<file path="config.mk">
export PLATFORM = sky130hd
export DESIGN_NAME = qfct_front
export DESIGN_NICKNAME = d
export VERILOG_FILES = /design/src/rtl/core/qfct_pkg.sv /design/src/rtl/core/qfct_front.sv
export SDC_FILE = /design/constraint.sdc
export NUM_CORES = 1
export LEC_CHECK = 0
export BUFFER_PORTS_ARGS = -buffer_cell sky130_fd_sc_hd__buf_2
export CAP_MARGIN = 20
export CORE_ASPECT_RATIO = 0.6
export CORE_MARGIN = 10
export CORE_UTILIZATION = 35
export CTS_BUF_LIST = sky130_fd_sc_hd__clkbuf_8
export DETAILED_ROUTE_END_ITERATION = 7
export GPL_TIMING_DRIVEN = 0
export PLACE_DENSITY = 0.64
export SLEW_MARGIN = 15
export SYNTH_ARGS = -nofsm -noshare
export SYNTH_HDL_FRONTEND = slang
export SYNTH_SLANG_ARGS = --single-unit
</file>
<file path="constraint.sdc">
create_clock -name clk -period 6.7 [get_ports clk]
set_input_delay 0.67 -clock clk [delete_from_list [all_inputs] [get_ports clk]]
set_output_delay 0.67 -clock clk [all_outputs]
set_load 0.005 [all_outputs]
</file>
<file path="src/rtl/core/qfct_pkg.sv">
// ----------------------------------------------------------------------------
// qfct_pkg: flow credit tracker shared types
// Event kinds, register indexes and the result record used across the block.
// ----------------------------------------------------------------------------
package qfct_pkg;

	localparam int unsigned CW = 62;
	localparam logic [CW-1:0] CNT_MAX = {CW{1'b1}};
	localparam logic [CW-1:0] CONN_WINDOW_RST = 62'd1048576;
	localparam logic [CW-1:0] STREAM_WINDOW_RST = 62'd262144;

	typedef enum logic [3:0] {
		K_CONN_LIMIT   = 4'd0,
		K_STREAM_LIMIT = 4'd1,
		K_CREATE       = 4'd2,
		K_SENT         = 4'd3,
		K_RECV         = 4'd4,
		K_CONN_UPD     = 4'd5,
		K_STREAM_UPD   = 4'd6,
		K_REMOVE       = 4'd7,
		K_QUERY        = 4'd8
	} kind_t;

	localparam logic REG_CONN_WINDOW = 1'b0;
	localparam logic REG_STREAM_WINDOW = 1'b1;

	typedef struct packed {
		logic [3:0]    kind;
		logic [CW-1:0] flow_id;
		logic [CW-1:0] amount;
		logic          frame_room;
	} event_t;

	typedef struct packed {
		logic          stream_found;
		logic          conn_blocked;
		logic [CW-1:0] conn_send_window;
		logic          stream_blocked;
		logic [CW-1:0] stream_send_window;
		logic          conn_update_due;
		logic          stream_update_due;
		logic [CW-1:0] grant_limit;
		logic          update_issued;
		logic          table_full;
	} result_t;

	function automatic logic [CW-1:0] sat_add(input logic [CW-1:0] a, input logic [CW-1:0] b);
		logic [CW:0] s;
		s = {1'b0, a} + {1'b0, b};
		return s[CW] ? CNT_MAX : s[CW-1:0];
	endfunction

	function automatic logic half_reached(input logic [CW-1:0] c, input logic [CW-1:0] l);
		return {c, 1'b0} >= {1'b0, l};
	endfunction

endpackage

</file>
<file path="src/rtl/core/qfct_front.sv">
// ----------------------------------------------------------------------------
// qfct_front: event intake
// Registers incoming events into a two-entry queue toward the back end.
// ----------------------------------------------------------------------------
module qfct_front import qfct_pkg::*; (
	input  logic   clk,
	input  logic   arst_n,
	input  logic   in_valid,
	output logic   in_ready,
	input  event_t in_data,
	output logic   q_valid,
	input  logic   q_pop,
	output event_t q_data
);
	event_t     buf_q [2];
	logic       wp_q, rp_q;
	logic [1:0] cnt_q;
	logic       push;

	assign in_ready = cnt_q != 2'd2;
	assign push     = in_valid && in_ready;
	assign q_valid  = cnt_q != 2'd0;
	assign q_data   = buf_q[rp_q];

	// storage
	always_ff @(posedge clk) begin
		if (push) buf_q[wp_q] <= in_data;
	end

	// pointers
	always_ff @(posedge clk or negedge arst_n) begin
		if (!arst_n) begin
			wp_q <= 1'b0; rp_q <= 1'b0; cnt_q <= 2'd0;
		end else begin
			if (push) wp_q <= ~wp_q;
			if (q_pop) rp_q <= ~rp_q;
			cnt_q <= cnt_q + {1'b0, push} - {1'b0, q_pop};
		end
	end

	assert property (@(posedge clk) disable iff (!arst_n) q_pop |-> q_valid)
		else $error("pop from empty queue");
	assert property (@(posedge clk) disable iff (!arst_n) cnt_q != 2'd3)
		else $error("queue count overflow");
	assert property (@(posedge clk) disable iff (!arst_n)
		(push && !q_pop && cnt_q == 2'd1) |=> cnt_q == 2'd2)
		else $error("queue count lost a push");
endmodule

</file>
==> flow_metrics.tcl <==
set metrics [dict create \
    finalClockSkew_ps 13.63 \
    synthSimpleGateAreaFrac_pct 0.3544 \
    finalCriticalPeriod_ps 2616 \
    num_rows 46 \
    rr_worst_depth 5 \
    place_area_sq_um 11480 \
    total_power_mw 5.104 \
    max_stage_delay_ps 380 \
    slew_headroom_pct 44.09 \
    clk_latency_ps 540 \
    clk_pin_slew_ps 70 \
    ant_nets 0 \
    setup_tns_ps 0 \
    crit_path_end_kind "output pin" \
    post-cts-setup-buffers 0 \
    antenna_found_initial 4 \
    clock-sinks 262 \
    cp_max_fo 10 \
    cp_num_buf_inv 3 \
    rsz0062_at_grt "no" \
    cp.arrival_ps 1950 \
    io_pins 264 \
    clock_path_buffers 3 \
    period_share_pct 39.05 \
    grt_max_degree 56 \
    yosysWarningCount 0 \
    fillers 2338 \
    io_buffer_count 263 \
    synth_adder_area_share_pct 0.1313 \
    syn_avg_cell_area_sq_um 22.80 \
    yosysSeqAreaShare_pct 82.33 \
    critical_path_class "flop to output pin" \
    hpwl_mm 14.86 \
    yosys-mux-area-fraction_pct 15.24 \
    layout-drive-gt1-share_pct 61.42 \
    multi_input_area_sq_um 1562 \
    yosys.area_share.xor_xnor_pct 0.3676 \
    routabilityCongestion 0.6972 \
    vias_per_cell 4.392 \
    cts_made_buffers 40 \
    wl_mm 21.20 \
    critical_path_required_ps 6030 \
    drtIter0Drc 234 \
    cts_tree "done" \
    grt.total_usage_pct 11.84 \
    cp_cell_sequence "buf_4, buf_6, mux2_2, buf_2" \
    finalHoldViolations 0 \
    power.leakage_nw 4.621 \
    worst_pin_slew_ps 836.6 \
    dieWidth_um 233.0 \
    fin_area_sq_um 12250 \
    grt_overflow 0 \
    grt_pass1_vias 5151 \
    num_vias 4932 \
    synth_compound_area_share_pct 0.1575 \
    timing.rr.start "cnt_q[0]$_DFF_PN0_" \
    power.density_nw_per_um2 416.7 \
    final_util_pct 46.06 \
    maxCapViolCount 0 \
    syn-num-nets 552 \
    cp_top_family "buffers and inverters" \
    drv_slew 0 \
    synthCells 418 \
    area_growth_pct 28.50 \
    synth_cell_type_count 17 \
    ir_drop_v 0.0002577 \
    setup_viol 0 \
    rrSetupSlack_ps 4490 \
    grt_pass1_wl_mm 31.14 \
    initial_core_util_pct 35.85 \
    cp-start-kind "flop" \
    status "completed" \
    post-route-drc-count 0 \
    fp.coreArea_sq_um 26590 \
    slowest_stage "dfrtp_1" \
    ys_ff_latch 262 \
    seqCellArea_sq_um 7848 \
    fin_nets 865 \
    cts_resized 0 \
    endpoint "q_data[40]" \
    worst_hold_path_type "primary input to flop" \
    die_area_sq_um 34450 \
    htreeDepth 2 \
    max_freq_ghz 0.3822 \
    r2r-end "buf_q[0][82]$_DFFE_PP_" \
    die_height_um 147.8 \
    syn-cell-area_sq_um 9532 \
    synth_top_family_by_area "multiplexers" \
    routedWlPerCell_um 18.88 \
    clockRootBuffer "clkbuf_8" \
    crit_start "rp_q$_DFFE_PN0P_" \
    crit_cells 4 \
    drtPass1Iterations 4 \
]
-- registers in the layout (all words and copies together), names as in the netlist --
signal,cells
cnt_q,2
wp_q,1
rp_q,1
buf_q,258
-- through the flow --
step / setup WS, ps / hold slack (ps) / instances
6_report: 4084 / 308.0 / 1123
3_5_place_dp: 4215 / 480.2 / 1048
5_1_grt: 3905 / 263.9 / 1122
4_1_cts: 3979 / 256.1 / 1122
3_3_place_gp: 5.722 / 483.9 / 1041
2_1_floorplan: 2122 / 374.4 / 418
-- worst min path at each step --
stage	start	endpoint	slack (ps)	cells past startpoint
6_report	in_data[49]	buf_q[1][49]$_DFFE_PP_	310	1
4_1_cts	in_data[49]	buf_q[0][49]$_DFFE_PP_	260	1
2_1_floorplan	arst_n	cnt_q[0]$_DFF_PN0_	370	0
3_5_place_dp	arst_n	rp_q$_DFFE_PN0P_	480	1
3_3_place_gp	arst_n	rp_q$_DFFE_PN0P_	480	1
5_1_grt	in_data[44]	buf_q[1][44]$_DFFE_PP_	260	1
-- synth_stat cells, drive strengths merged --
library cell | number | area [sq um]
xnor2 | 3 | 26.28
nand2 | 1 | 3.750
a21oi | 1 | 5.000
mux2 | 129 | 1453
a21bo | 1 | 10.01
and3 | 1 | 6.260
xor2 | 1 | 8.760
nor2 | 1 | 3.750
buf | 14 | 135.1
or2 | 1 | 6.260
dfrtp | 4 | 100.1
ha | 1 | 12.51
edfxtp | 258 | 7747
nand2b | 1 | 6.260
nor3b | 1 | 7.510
-- cell type report --
| cell class | count | share of cell area, % |
|---|---|---|
| tap | 360 | 3.678 |
| multi-input combinational | 142 | 12.75 |
| antenna | 1 | 0.02043 |
| timing repair buffer | 271 | 12.22 |
| clock inverter | 32 | 1.553 |
| clock buffer | 41 | 4.607 |
| sequential | 262 | 64.07 |
| buffer | 14 | 1.103 |
-- power breakdown --
part           internal [mW]  leakage (nW)  total, mW  switching [mW]
registers               2.23          2.45       2.31          0.0716
logic                  0.772          1.73       1.55           0.780
clock network          0.649         0.441       1.25           0.596
total                   3.66          4.62       5.10            1.45
-- repair_timing --
| item | 4_1_cts | 5_1_grt |
|---|---|---|
| setup endpoints to repair | 0 | 0 |
| endpoints found under the hold margin | 4 | 0 |
| hold buffers | 1 | 0 |
-- cells in the final DEF, fill, tap and decap left out, drive strengths merged --
master / instances
buf: 284
edfxtp: 258
nor2: 1
ha: 1
xnor2: 3
nand2b: 1
mux2: 129
nand2: 1
clkinv: 10
clkinvlp: 3
inv: 17
a21bo: 1
and3: 1
a21oi: 1
dfrtp: 4
clkbuf: 41
nor3b: 1
bufinv: 2
or2: 1
diode: 1
xor2: 1
dlygate4sd3: 1
-- per-layer routing --
metal | track usage (%) | wire (um) | up-vias
met3 | 5.638 | 2030 | 37
li1 | - | - | 2303
met2 | 17.70 | 9391 | 177
met1 | 14.81 | 9400 | 2411
met4 | 3.944 | 356 | 4
met5 | 0 | 23 | -
-- worst register-to-register path, stage by stage (launching register included) --
cell      delay (ps)
dfrtp_1          380
nand2b_1         160
nand2_1          150
nor2_4           680
buf_12           290
buf_12           230
-- cell families (layout without fill, tap and decap cells) --
| kind of cell | count (synthesis) | count (layout) |
|---|---|---|
| adder cells (fa/ha/maj) | 1 | 1 |
| buffers and inverters | 14 | 358 |
| other | 0 | 1 |
| XOR/XNOR | 4 | 4 |
| flip-flops | 262 | 262 |
| AND/OR/NAND/NOR | 6 | 6 |
| AO/OA/AOI/OAI | 2 | 2 |
| multiplexers | 129 | 129 |
(Power assumes the default switching activity.)
